## src/rtl/core/alf_pkg.sv

```systemverilog
// Package for the adaptive low-pass filter: widths, register indexes,
// reset values and the sequencer state type. No dependencies.
package alf_pkg;

   localparam int SAMPLE_BITS_DEF = 16;
   localparam int FRAC_BITS       = 8;
   localparam int K_BITS          = 8;
   localparam int ACCEL_BITS      = 16;
   localparam int INIT_BITS       = 16;
   localparam int CSR_INDEX_BITS  = 3;
   localparam int CSR_DATA_BITS   = 16;
   localparam int K_ONE           = 256;   // unity coefficient
   localparam int ROUND_HALF      = 128;   // half of one LSB after the >>8

   // Register indexes
   typedef enum logic [CSR_INDEX_BITS-1:0] {
      CSR_INIT_VALUE = 3'd0,
      CSR_K_INIT     = 3'd1,
      CSR_K_MIN      = 3'd2,
      CSR_K_MAX      = 3'd3,
      CSR_ACCEL_MIN  = 3'd4,
      CSR_ACCEL_MAX  = 3'd5,
      CSR_PREDICTIVE = 3'd6
   } csr_index_type;

   // Register reset values
   localparam logic [INIT_BITS-1:0]  RST_INIT_VALUE = '0;
   localparam logic [K_BITS-1:0]     RST_K_INIT     = 8'd192;
   localparam logic [K_BITS-1:0]     RST_K_MIN      = 8'd64;
   localparam logic [K_BITS-1:0]     RST_K_MAX      = 8'd240;
   localparam logic [ACCEL_BITS-1:0] RST_ACCEL_MIN  = 16'd0;
   localparam logic [ACCEL_BITS-1:0] RST_ACCEL_MAX  = 16'd1000;
   localparam logic                  RST_PREDICTIVE = 1'b0;

   // Sequencer states
   typedef enum logic [3:0] {
      ST_IDLE,
      ST_CHANGE,
      ST_KMUL,
      ST_KDIV_GO,
      ST_KDIV_WAIT,
      ST_KNEW,
      ST_BLEND_A,
      ST_BLEND_B,
      ST_COMMIT
   } state_type;

endpackage

```

## src/rtl/core/alf_ifs.sv

```systemverilog
// Channel interfaces of the adaptive low-pass filter: sample input,
// result output and register write port. Depends on alf_pkg.
interface alf_req_if import alf_pkg::*; #(
   parameter int SAMPLE_BITS = SAMPLE_BITS_DEF
) ();
   logic                          valid;
   logic                          ready;
   logic signed [SAMPLE_BITS-1:0] sample;

   modport source (output valid, output sample, input ready);
   modport sink   (input valid, input sample, output ready);
endinterface

interface alf_rsp_if import alf_pkg::*; #(
   parameter int SAMPLE_BITS = SAMPLE_BITS_DEF
) ();
   logic                          valid;
   logic                          ready;
   logic signed [SAMPLE_BITS-1:0] filtered;
   logic        [K_BITS-1:0]      coefficient;

   modport source (output valid, output filtered, output coefficient, input ready);
   modport sink   (input valid, input filtered, input coefficient, output ready);
endinterface

interface alf_csr_if import alf_pkg::*; ();
   logic                      valid;
   logic                      ready;
   logic [CSR_INDEX_BITS-1:0] index;
   logic [CSR_DATA_BITS-1:0]  data;

   modport source (output valid, output index, output data, input ready);
   modport sink   (input valid, input index, input data, output ready);
endinterface

```

## src/rtl/core/alf_mul.sv

```systemverilog
// Shared signed multiplier with registered product.
// Operands are steered by the sequencer in adaptive_lowpass_filter. Depends on alf_pkg.
module alf_mul import alf_pkg::*; #(
   parameter int A_BITS = SAMPLE_BITS_DEF + FRAC_BITS,
   parameter int B_BITS = K_BITS + 2
) (
   input  logic                             clock,
   input  logic signed [A_BITS-1:0]         op_a,
   input  logic signed [B_BITS-1:0]         op_b,
   output logic signed [A_BITS+B_BITS-1:0]  prod_ff
);

   logic signed [A_BITS+B_BITS-1:0] prod_in;

   assign prod_in = (A_BITS+B_BITS)'(op_a) * (A_BITS+B_BITS)'(op_b);

   always_ff @(posedge clock) begin
      prod_ff <= prod_in;
   end

endmodule

```

## src/rtl/core/alf_div.sv

```systemverilog
// Restoring divider, one quotient bit per cycle, for the coefficient
// interpolation. Needs num < 2^Q_BITS * den. Depends on alf_pkg.
module alf_div import alf_pkg::*; #(
   parameter int DEN_BITS = ACCEL_BITS,
   parameter int Q_BITS   = K_BITS
) (
   input  logic                         clock,
   input  logic                         reset,
   input  logic                         start,
   input  logic [DEN_BITS+Q_BITS-1:0]   num,
   input  logic [DEN_BITS-1:0]          den,
   output logic [Q_BITS-1:0]            quot_ff,
   output logic                         done_ff
);

   localparam int NUM_BITS = DEN_BITS + Q_BITS;
   localparam int CNT_BITS = (Q_BITS > 1) ? $clog2(Q_BITS) : 1;

   logic [NUM_BITS-1:0] rem_ff, rem_in;
   logic [NUM_BITS-1:0] den_ff, den_in;
   logic [Q_BITS-1:0]   quot_in;
   logic [CNT_BITS-1:0] cnt_ff, cnt_in;
   logic                busy_ff, busy_in;
   logic                done_in;
   logic                fits;

   always_comb begin
      fits    = (rem_ff >= den_ff);
      rem_in  = rem_ff;
      den_in  = den_ff;
      quot_in = quot_ff;
      cnt_in  = cnt_ff;
      busy_in = busy_ff;
      done_in = done_ff;
      if (start) begin
         rem_in  = num;
         den_in  = NUM_BITS'(den) << (Q_BITS - 1);
         quot_in = '0;
         cnt_in  = CNT_BITS'(Q_BITS - 1);
         busy_in = 1'b1;
         done_in = 1'b0;
      end else if (busy_ff) begin
         if (fits) begin
            rem_in = rem_ff - den_ff;
         end
         quot_in = {quot_ff[Q_BITS-2:0], fits};
         den_in  = den_ff >> 1;
         if (cnt_ff == '0) begin
            busy_in = 1'b0;
            done_in = 1'b1;
         end else begin
            cnt_in = cnt_ff - 1'b1;
         end
      end
   end

   always_ff @(posedge clock) begin
      if (reset) begin
         busy_ff <= 1'b0;
         done_ff <= 1'b0;
         cnt_ff  <= '0;
      end else begin
         busy_ff <= busy_in;
         done_ff <= done_in;
         cnt_ff  <= cnt_in;
      end
      rem_ff  <= rem_in;
      den_ff  <= den_in;
      quot_ff <= quot_in;
   end

endmodule

```

## src/rtl/core/adaptive_lowpass_filter.sv

```systemverilog
// Adaptive low-pass filter (change-driven exponential moving average).
// One sample at a time: a new sample is taken only when the sequencer is idle again.
// With accel_max <= accel_min the divider is skipped.
// The pace is set by the 8-step restoring divider and the one shared multiplier.
// Reset (synchronous, active high) loads register defaults and filter state.
// Depends on alf_pkg, alf_ifs, alf_mul, alf_div.
module adaptive_lowpass_filter import alf_pkg::*; #(
   parameter int SAMPLE_BITS = SAMPLE_BITS_DEF
) (
   input  logic       clock,
   input  logic       reset,
   alf_req_if.sink    req_if,
   alf_rsp_if.source  rsp_if,
   alf_csr_if.sink    csr_if
);

   localparam int SCALED_BITS = SAMPLE_BITS + FRAC_BITS;
   localparam int DIFF_BITS   = SAMPLE_BITS + 1;
   // compare width for |change| against the 16-bit clamps
   localparam int CMP_BITS    = (DIFF_BITS > ACCEL_BITS) ? DIFF_BITS : ACCEL_BITS;
   localparam int MUL_A_BITS  = (SCALED_BITS > ACCEL_BITS) ? SCALED_BITS : ACCEL_BITS + 1;
   localparam int MUL_B_BITS  = K_BITS + 2;
   localparam int MUL_P_BITS  = MUL_A_BITS + MUL_B_BITS;
   localparam int SUM_BITS    = MUL_P_BITS + FRAC_BITS + 1;
   localparam int KW_BITS     = K_BITS + 2;   // signed room for kmax +/- q
   localparam int NUM_BITS    = ACCEL_BITS + K_BITS;

   // ---------------- configuration registers ----------------
   logic [K_BITS-1:0]            k_init_ff;
   logic [K_BITS-1:0]            k_min_ff;
   logic [K_BITS-1:0]            k_max_ff;
   logic [ACCEL_BITS-1:0]        accel_min_ff;
   logic [ACCEL_BITS-1:0]        accel_max_ff;
   logic                         predictive_ff;

   // ---------------- filter state ----------------
   logic signed [SCALED_BITS-1:0] scaled_ff;
   logic signed [SAMPLE_BITS-1:0] last_ff;
   logic [K_BITS-1:0]             cur_k_ff;

   // ---------------- per-item working registers ----------------
   state_type                     state_ff, state_in;
   logic signed [SAMPLE_BITS-1:0] sample_ff;
   logic [ACCEL_BITS-1:0]         xoff_ff;     // clamped change minus accel_min
   logic [ACCEL_BITS-1:0]         span_ff;     // accel_max - accel_min
   logic                          empty_ff;    // accel_max <= accel_min
   logic                          kdown_ff;    // k_min < k_max: K falls with change
   logic [K_BITS-1:0]             kspan_ff;    // |k_min - k_max|
   logic [K_BITS-1:0]             knew_ff;
   logic [K_BITS-1:0]             kb_ff;       // coefficient used for the blend
   logic signed [MUL_P_BITS-1:0]  term_a_ff;   // scaled_value * kb

   // result register
   logic                          rsp_valid_ff;
   logic signed [SAMPLE_BITS-1:0] rsp_filtered_ff;
   logic [K_BITS-1:0]             rsp_coef_ff;

   // ---------------- shared units ----------------
   logic signed [MUL_A_BITS-1:0]  mul_a;
   logic signed [MUL_B_BITS-1:0]  mul_b;
   logic signed [MUL_P_BITS-1:0]  prod_ff;
   logic                          div_start;
   logic [K_BITS-1:0]             div_quot;
   logic                          div_done;

   alf_mul #(
      .A_BITS (MUL_A_BITS),
      .B_BITS (MUL_B_BITS)
   ) u_mul (
      .clock   (clock),
      .op_a    (mul_a),
      .op_b    (mul_b),
      .prod_ff (prod_ff)
   );

   alf_div #(
      .DEN_BITS (ACCEL_BITS),
      .Q_BITS   (K_BITS)
   ) u_div (
      .clock   (clock),
      .reset   (reset),
      .start   (div_start),
      .num     (prod_ff[NUM_BITS-1:0]),
      .den     (span_ff),
      .quot_ff (div_quot),
      .done_ff (div_done)
   );

   // ---------------- handshakes ----------------
   logic req_take, rsp_take, csr_take, commit;

   assign req_if.ready = (state_ff == ST_IDLE) && !reset;
   assign csr_if.ready = !reset;
   assign req_take     = req_if.valid && req_if.ready;
   assign csr_take     = csr_if.valid && csr_if.ready;
   assign rsp_take     = rsp_if.valid && rsp_if.ready;

   assign rsp_if.valid       = rsp_valid_ff;
   assign rsp_if.filtered    = rsp_filtered_ff;
   assign rsp_if.coefficient = rsp_coef_ff;

   // ---------------- change magnitude and clamp (ST_CHANGE) ----------------
   logic signed [DIFF_BITS-1:0] diff;
   logic [CMP_BITS-1:0]         mag_abs, mag_lo, mag_cl;
   logic [CMP_BITS-1:0]         amin_w, amax_w;
   logic [ACCEL_BITS-1:0]       xoff_in;

   always_comb begin
      diff    = DIFF_BITS'(sample_ff) - DIFF_BITS'(last_ff);
      mag_abs = diff[DIFF_BITS-1] ? CMP_BITS'(-diff) : CMP_BITS'(diff);
      amin_w  = CMP_BITS'(accel_min_ff);
      amax_w  = CMP_BITS'(accel_max_ff);
      // low clamp first, then high: crossed clamps end at accel_max
      mag_lo  = (mag_abs < amin_w) ? amin_w : mag_abs;
      mag_cl  = (mag_lo > amax_w) ? amax_w : mag_lo;
      xoff_in = mag_cl[ACCEL_BITS-1:0] - accel_min_ff;
   end

   // ---------------- new coefficient (ST_KNEW) ----------------
   logic signed [KW_BITS-1:0] k_raw, k_lo, k_cl;
   logic signed [KW_BITS-1:0] kmin_w, kmax_w, q_w;
   logic [K_BITS-1:0]         knew_in;

   always_comb begin
      kmin_w = KW_BITS'($signed({1'b0, k_min_ff}));
      kmax_w = KW_BITS'($signed({1'b0, k_max_ff}));
      q_w    = KW_BITS'($signed({1'b0, div_quot}));
      if (empty_ff) begin
         k_raw = kmax_w;
      end else if (kdown_ff) begin
         k_raw = kmax_w - q_w;
      end else begin
         k_raw = kmax_w + q_w;
      end
      // clamp to k_min then k_max, so crossed limits give k_max
      k_lo    = (k_raw < kmin_w) ? kmin_w : k_raw;
      k_cl    = (k_lo > kmax_w) ? kmax_w : k_lo;
      knew_in = k_cl[K_BITS-1:0];
   end

   // ---------------- blend, rounding and saturation (ST_COMMIT) ----------------
   logic signed [SUM_BITS-1:0]    blend_sum, blend_rnd, blend_shr;
   logic signed [SCALED_BITS-1:0] scaled_in;
   logic                          fits_scaled;

   always_comb begin
      blend_sum = SUM_BITS'(term_a_ff) + (SUM_BITS'(prod_ff) <<< FRAC_BITS);
      // symmetric rounding: +half for t >= 0, -half (then floor) for t < 0
      blend_rnd = blend_sum[SUM_BITS-1] ? blend_sum - SUM_BITS'(ROUND_HALF)
                                        : blend_sum + SUM_BITS'(ROUND_HALF);
      blend_shr = blend_rnd >>> FRAC_BITS;
      fits_scaled = (blend_shr[SUM_BITS-1:SCALED_BITS-1] == '0) ||
                    (blend_shr[SUM_BITS-1:SCALED_BITS-1] == '1);
      if (fits_scaled) begin
         scaled_in = blend_shr[SCALED_BITS-1:0];
      end else if (blend_shr[SUM_BITS-1]) begin
         scaled_in = {1'b1, {(SCALED_BITS-1){1'b0}}};
      end else begin
         scaled_in = {1'b0, {(SCALED_BITS-1){1'b1}}};
      end
   end

   // result slot is free or being drained this cycle
   assign commit = (state_ff == ST_COMMIT) && (!rsp_valid_ff || rsp_if.ready);

   // ---------------- sequencer ----------------
   always_ff @(posedge clock) begin
      if (reset) begin
         state_ff <= ST_IDLE;
      end else begin
         state_ff <= state_in;
      end
   end

   always_comb begin
      state_in  = state_ff;
      div_start = 1'b0;
      mul_a     = '0;
      mul_b     = '0;
      case (state_ff)
         ST_IDLE: begin
            if (req_take) begin
               state_in = ST_CHANGE;
            end
         end
         ST_CHANGE: begin
            state_in = ST_KMUL;
         end
         ST_KMUL: begin
            // |k_min - k_max| * (change - accel_min)
            mul_a    = MUL_A_BITS'($signed({1'b0, xoff_ff}));
            mul_b    = MUL_B_BITS'($signed({1'b0, kspan_ff}));
            state_in = ST_KDIV_GO;
         end
         ST_KDIV_GO: begin
            if (empty_ff) begin
               state_in = ST_KNEW;
            end else begin
               div_start = 1'b1;
               state_in  = ST_KDIV_WAIT;
            end
         end
         ST_KDIV_WAIT: begin
            if (div_done) begin
               state_in = ST_KNEW;
            end
         end
         ST_KNEW: begin
            state_in = ST_BLEND_A;
         end
         ST_BLEND_A: begin
            mul_a    = MUL_A_BITS'(scaled_ff);
            mul_b    = MUL_B_BITS'($signed({1'b0, kb_ff}));
            state_in = ST_BLEND_B;
         end
         ST_BLEND_B: begin
            // sample * (256 - kb); the extra *256 is a shift at the sum
            mul_a    = MUL_A_BITS'(sample_ff);
            mul_b    = MUL_B_BITS'(K_ONE) - MUL_B_BITS'($signed({1'b0, kb_ff}));
            state_in = ST_COMMIT;
         end
         ST_COMMIT: begin
            // same operands, so the sample product holds while the result slot is busy
            mul_a = MUL_A_BITS'(sample_ff);
            mul_b = MUL_B_BITS'(K_ONE) - MUL_B_BITS'($signed({1'b0, kb_ff}));
            if (commit) begin
               state_in = ST_IDLE;
            end
         end
         default: begin
            state_in = ST_IDLE;
         end
      endcase
   end

   // ---------------- working registers ----------------
   always_ff @(posedge clock) begin
      if (req_take) begin
         sample_ff <= req_if.sample;
      end
      if (state_ff == ST_CHANGE) begin
         xoff_ff  <= xoff_in;
         span_ff  <= accel_max_ff - accel_min_ff;
         empty_ff <= (accel_max_ff <= accel_min_ff);
         kdown_ff <= (k_min_ff < k_max_ff);
         kspan_ff <= (k_min_ff < k_max_ff) ? k_max_ff - k_min_ff : k_min_ff - k_max_ff;
      end
      if (state_ff == ST_KNEW) begin
         knew_ff <= knew_in;
         kb_ff   <= predictive_ff ? knew_in : cur_k_ff;
      end
      if (state_ff == ST_BLEND_B) begin
         term_a_ff <= prod_ff;
      end
   end

   // ---------------- config, filter state and result ----------------
   logic signed [SAMPLE_BITS-1:0] csr_init_wrap;

   // init_value is sign-extended or wrapped to the sample width
   assign csr_init_wrap = SAMPLE_BITS'($signed(csr_if.data[INIT_BITS-1:0]));

   always_ff @(posedge clock) begin
      if (reset) begin
         k_init_ff     <= RST_K_INIT;
         k_min_ff      <= RST_K_MIN;
         k_max_ff      <= RST_K_MAX;
         accel_min_ff  <= RST_ACCEL_MIN;
         accel_max_ff  <= RST_ACCEL_MAX;
         predictive_ff <= RST_PREDICTIVE;
         last_ff       <= SAMPLE_BITS'($signed(RST_INIT_VALUE));
         scaled_ff     <= SCALED_BITS'($signed(RST_INIT_VALUE)) <<< FRAC_BITS;
         cur_k_ff      <= RST_K_INIT;
         rsp_valid_ff  <= 1'b0;
      end else begin
         if (commit) begin
            scaled_ff    <= scaled_in;
            last_ff      <= scaled_in[SCALED_BITS-1:FRAC_BITS];
            cur_k_ff     <= knew_ff;
            rsp_valid_ff <= 1'b1;
         end else if (rsp_take) begin
            rsp_valid_ff <= 1'b0;
         end
         if (csr_take) begin
            case (csr_index_type'(csr_if.index))
               CSR_INIT_VALUE: begin
                  // reload the filter from the new start value
                  last_ff   <= csr_init_wrap;
                  scaled_ff <= SCALED_BITS'(csr_init_wrap) <<< FRAC_BITS;
                  cur_k_ff  <= k_init_ff;
               end
               CSR_K_INIT:     k_init_ff     <= csr_if.data[K_BITS-1:0];
               CSR_K_MIN:      k_min_ff      <= csr_if.data[K_BITS-1:0];
               CSR_K_MAX:      k_max_ff      <= csr_if.data[K_BITS-1:0];
               CSR_ACCEL_MIN:  accel_min_ff  <= csr_if.data[ACCEL_BITS-1:0];
               CSR_ACCEL_MAX:  accel_max_ff  <= csr_if.data[ACCEL_BITS-1:0];
               CSR_PREDICTIVE: predictive_ff <= csr_if.data[0];
               default: begin
                  // unmapped index: write dropped
               end
            endcase
         end
      end
      if (commit) begin
         rsp_filtered_ff <= scaled_in[SCALED_BITS-1:FRAC_BITS];
         rsp_coef_ff     <= knew_ff;
      end
   end

endmodule

```

## src/flat_wrapper.sv

```systemverilog
// flat-port wrapper written by rule: the top's interface ports become plain ports
module adaptive_lowpass_filter_flat import alf_pkg::*;
#(
   parameter int SAMPLE_BITS = SAMPLE_BITS_DEF
)
  (clock, reset, req_if_valid, req_if_sample, req_if_ready, rsp_if_valid, rsp_if_filtered, rsp_if_coefficient, rsp_if_ready, csr_if_valid, csr_if_index, csr_if_data, csr_if_ready);
  alf_req_if #(.SAMPLE_BITS(SAMPLE_BITS)) req_if_i ();
  alf_rsp_if #(.SAMPLE_BITS(SAMPLE_BITS)) rsp_if_i ();
  alf_csr_if csr_if_i ();
  input  logic clock;
  input  logic reset;
  input wire logic [$bits(req_if_i.valid)-1:0] req_if_valid;
  input wire logic [$bits(req_if_i.sample)-1:0] req_if_sample;
  output wire logic [$bits(req_if_i.ready)-1:0] req_if_ready;
  output wire logic [$bits(rsp_if_i.valid)-1:0] rsp_if_valid;
  output wire logic [$bits(rsp_if_i.filtered)-1:0] rsp_if_filtered;
  output wire logic [$bits(rsp_if_i.coefficient)-1:0] rsp_if_coefficient;
  input wire logic [$bits(rsp_if_i.ready)-1:0] rsp_if_ready;
  input wire logic [$bits(csr_if_i.valid)-1:0] csr_if_valid;
  input wire logic [$bits(csr_if_i.index)-1:0] csr_if_index;
  input wire logic [$bits(csr_if_i.data)-1:0] csr_if_data;
  output wire logic [$bits(csr_if_i.ready)-1:0] csr_if_ready;
  assign req_if_i.valid = req_if_valid;
  assign req_if_i.sample = req_if_sample;
  assign req_if_ready = req_if_i.ready;
  assign rsp_if_valid = rsp_if_i.valid;
  assign rsp_if_filtered = rsp_if_i.filtered;
  assign rsp_if_coefficient = rsp_if_i.coefficient;
  assign rsp_if_i.ready = rsp_if_ready;
  assign csr_if_i.valid = csr_if_valid;
  assign csr_if_i.index = csr_if_index;
  assign csr_if_i.data = csr_if_data;
  assign csr_if_ready = csr_if_i.ready;
  adaptive_lowpass_filter #(.SAMPLE_BITS(SAMPLE_BITS)) u_core (.clock(clock), .reset(reset), .req_if(req_if_i), .rsp_if(rsp_if_i), .csr_if(csr_if_i));
endmodule
```

## config.mk

```make
export PLATFORM = sky130hd
export DESIGN_NAME = adaptive_lowpass_filter_flat
export DESIGN_NICKNAME = d
export VERILOG_FILES = /design/src/rtl/core/alf_pkg.sv /design/src/rtl/core/alf_ifs.sv /design/src/rtl/core/alf_mul.sv /design/src/rtl/core/alf_div.sv /design/src/rtl/core/adaptive_lowpass_filter.sv /design/src/flat_wrapper.sv
export SDC_FILE = /design/constraint.sdc
export NUM_CORES = 2
export LEC_CHECK = 0
export ABC_CLOCK_PERIOD_IN_PS = 10900
export BUFFER_PORTS_ARGS = -buffer_cell sky130_fd_sc_hd__buf_4
export CORE_ASPECT_RATIO = 0.7
export CORE_MARGIN = 3
export CORE_UTILIZATION = 35
export CTS_BUF_LIST = sky130_fd_sc_hd__clkbuf_8
export CTS_CLUSTER_DIAMETER = 60
export DETAILED_ROUTE_END_ITERATION = 6
export PLACE_DENSITY = 0.52
export SETUP_SLACK_MARGIN = 0.05
export SLEW_MARGIN = 20
export SYNTH_ARGS = -nofsm -noshare
export SYNTH_HDL_FRONTEND = slang
export SYNTH_HIERARCHICAL = 1
export SYNTH_SLANG_ARGS = --single-unit
```

## constraint.sdc

```tcl
create_clock -name clock -period 10.9 [get_ports clock]
set_input_delay 0.545 -clock clock [delete_from_list [all_inputs] [get_ports clock]]
set_output_delay 0.545 -clock clock [all_outputs]
set_load 0.005 [all_outputs]
```

==> out/results.ini <==
[setup_path]
critPathRequiredTime_ps = 11320
critPathArrivalTime_ps = 10540
slowest_stage = or4b_2
path_class = register to register
worst-path-buf-inv = 1
critical-path-max-stage-delay_ps = 680
end_kind = register
crit_family = compound AO/OA/AOI/OAI gates
cp_max_fo = 6
crit_top_cell = o21ai_0
startpoint_type = register

[yosys]
syn_area_um2 = 31050
avgSynthCellArea_um2 = 8.830
synth_seq_area_share = 0.2653
synthCells = 3516
yosys_warnings = 6
ys_ff_latch = 329
ys.flop_type = edfxtp_1
async_flop_share = 0
synth-edff-count = 165
yosysUniqueCellTypes = 104

[drt]
wl_per_cell_um = 20.79
antenna_left = 0
vias_per_cell = 5.337
drc = 0
via_count = 25304
dr.pass1.iters = 6
wirelength_um = 98580
drt-initial-drc-count = 2338

[timing]
relSlewSlack = 0.1873
finalHoldViolCount = 0
holdWs_ps = 49.61
maxSlewViolCount = 0
fmax_mhz = 98.77
finalSetupViolCount = 0
rsz0062_at_grt = false
fin_crit_sh = 0.9289
layout_setup_ws_ps = 775.4
tns_ps = 0
finalClockSkew_ps = 53.22
fin_crit_ps = 10120
worst_pin_slew_ps = 1219

[floorplan]
fp-row-count = 90
ios = 67
die_x_um = 362.0
initial_core_util = 0.3567
core-area_um2 = 87050
die_area_um2 = 92370
die_h_um = 255.2

[worst_hold_path]
hp-class = input port to register

[placement]
preCtsSetupSlack_ps = 628.8
place.gp.congestion = 0.8953
dp_hpwl_um = 77280
portBuffers = 66

[pwr]
peakVddDrop_uv = 161.5
power.density_nw_per_um2 = 124.8
p_leak_nw = 14.54
power_mw = 4.245

[clock_tree]
cts_buffers = 55
clk_pin_slew_ps = 70
cts_tree = done
h-tree-depth = 2
cts.path.max_buffers = 3
clkLatencyLatePin_ps = 710
cts_root_buf = clkbuf_8
cts.sinks = 329

[layout]
drive_gt1_frac = 0.07718
syn2layout_area_growth_pct = 9.592
nNetsFinal = 4092

[global_routing]
grt_pass1_vias = 23946
grt.overflow.total = 0
antenna_found_initial = 10
track_usage = 0.2117
grt_pass1_wl_um = 149800
grt_start_max_net_pins = 86

[job]
drv_cap = 0

[outcome]
outcome = finished, final reports clean

==> synthesized netlist by cell type, types with 37 or more instances <==
| master | number | area (um^2) |
|---|---|---|
| nand2_1 | 432 | 1622 |
| and2_1 | 98 | 613.1 |
| inv_1 | 431 | 1618 |
| clkbuf_1 | 126 | 473.0 |
| mux2i_1 | 41 | 410.4 |
| dfxtp_1 | 164 | 3283 |
| mux2_2 | 39 | 439.2 |
| xnor2_1 | 100 | 875.8 |
| xor2_1 | 54 | 473.0 |
| nor3_1 | 50 | 250.2 |
| nand3_1 | 46 | 230.2 |
| o211ai_1 | 37 | 277.8 |
| edfxtp_1 | 165 | 4955 |
| ha_1 | 297 | 3716 |
| fa_1 | 213 | 4264 |
| a21oi_1 | 236 | 1181 |
| o21a_1 | 41 | 307.8 |
| nor2_1 | 184 | 690.7 |
| a21o_1 | 66 | 495.5 |
| o21ai_0 | 177 | 885.9 |
==> path summary, 6_finish.rpt <==
kind / startpoint / endpoint / slack, ps / cells past startpoint
worst max-delay path: u_core/sample_ff[0] / u_core/xoff_ff[14] / 780 / 40
worst min-delay path: req_if_sample[2] / u_core/sample_ff[2] / 50 / 1
worst max register to register: u_core/sample_ff[0] / u_core/xoff_ff[14] / 780 / 40
worst min register to register: u_core/u_mul/prod_ff[29] / u_core/term_a_ff[29] / 450 / 0
==> per-stage QoR <==
stage	area (um^2)	util	cells
after floorplan	31070	-	3522
after global placement	32710	0.3758	4622
after detailed placement	32710	0.3758	4622
after CTS	33960	0.3901	4738
after global routing	34020	0.3908	4740
final	34020	0.3909	4741
==> registers in the layout (all words and copies together), names as in the netlist, 23 cells and up <==
signal and flops:
u_core/u_mul/prod_ff 34, u_core/u_div/rem_ff 24, u_core/scaled_ff 24, u_core/term_a_ff 27, u_core/u_div/den_ff 23
==> power breakdown <==
part	internal, mW	switching [mW]
sequential	1.40	0.0684
clock	0.577	0.567
combinational	0.606	1.02
==> logic make-up after synthesis <==
family	count (synthesis)	share of synthesized area
and+or+nand+nor	1012	0.1535
AOI/OAI and AO/OA	850	0.1808
buffers and inverters	576	0.07057
adders and majority gates	510	0.2570
DFF	329	0.2653
xor gates and xnor gates	154	0.04344
muxes	84	0.02918
other	1	0.0001208
==> layer usage <==
| metal | vias to the layer above | part of all wire | GRT usage |
|---|---|---|---|
| met2 | 811 | 0.37 | 0.2787 |
| met3 | 107 | 0.091 | 0.06272 |
| li1 | 12229 | - | - |
| met4 | 8 | 0.017 | 0.04018 |
| met5 | - | 0.00048 | 0 |
| met1 | 12149 | 0.52 | 0.3340 |
==> what timing repair did <==
item	4_1_cts	5_1_grt
setup buffers	0	1
hold buffers	12	0
resized for setup	0	10
setup endpoints to repair	0	4
endpoints found under the hold margin	12	0
==> final cells by class <==
cell class                      count  area [um^2]
Clock inverter                     39        232.7
Clock buffer                       65        894.6
Antenna cell                        2        5.005
Sequential cell                   329         8238
Multi-Input combinational cell   2617        20760
Timing Repair Buffer              106        825.8
Fill cell                        8788        53020
Inverter                          433         1625
Tap cell                         1150         1439
==> layout by cell type (no fill, tap or decap), types with 53 or more instances in the layout <==
cell / count
nand2_1: 431
dfxtp_1: 164
xor2_1: 53
fa_1: 213
clkbuf_8: 65
a21oi_1: 231
nor2_1: 182
ha_1: 297
inv_1: 450
buf_4: 94
edfxtp_1: 165
o21ai_0: 176
a21o_1: 66
xnor2_1: 99
and2_1: 98
Note: power is estimated with default switching activity, not from simulation.
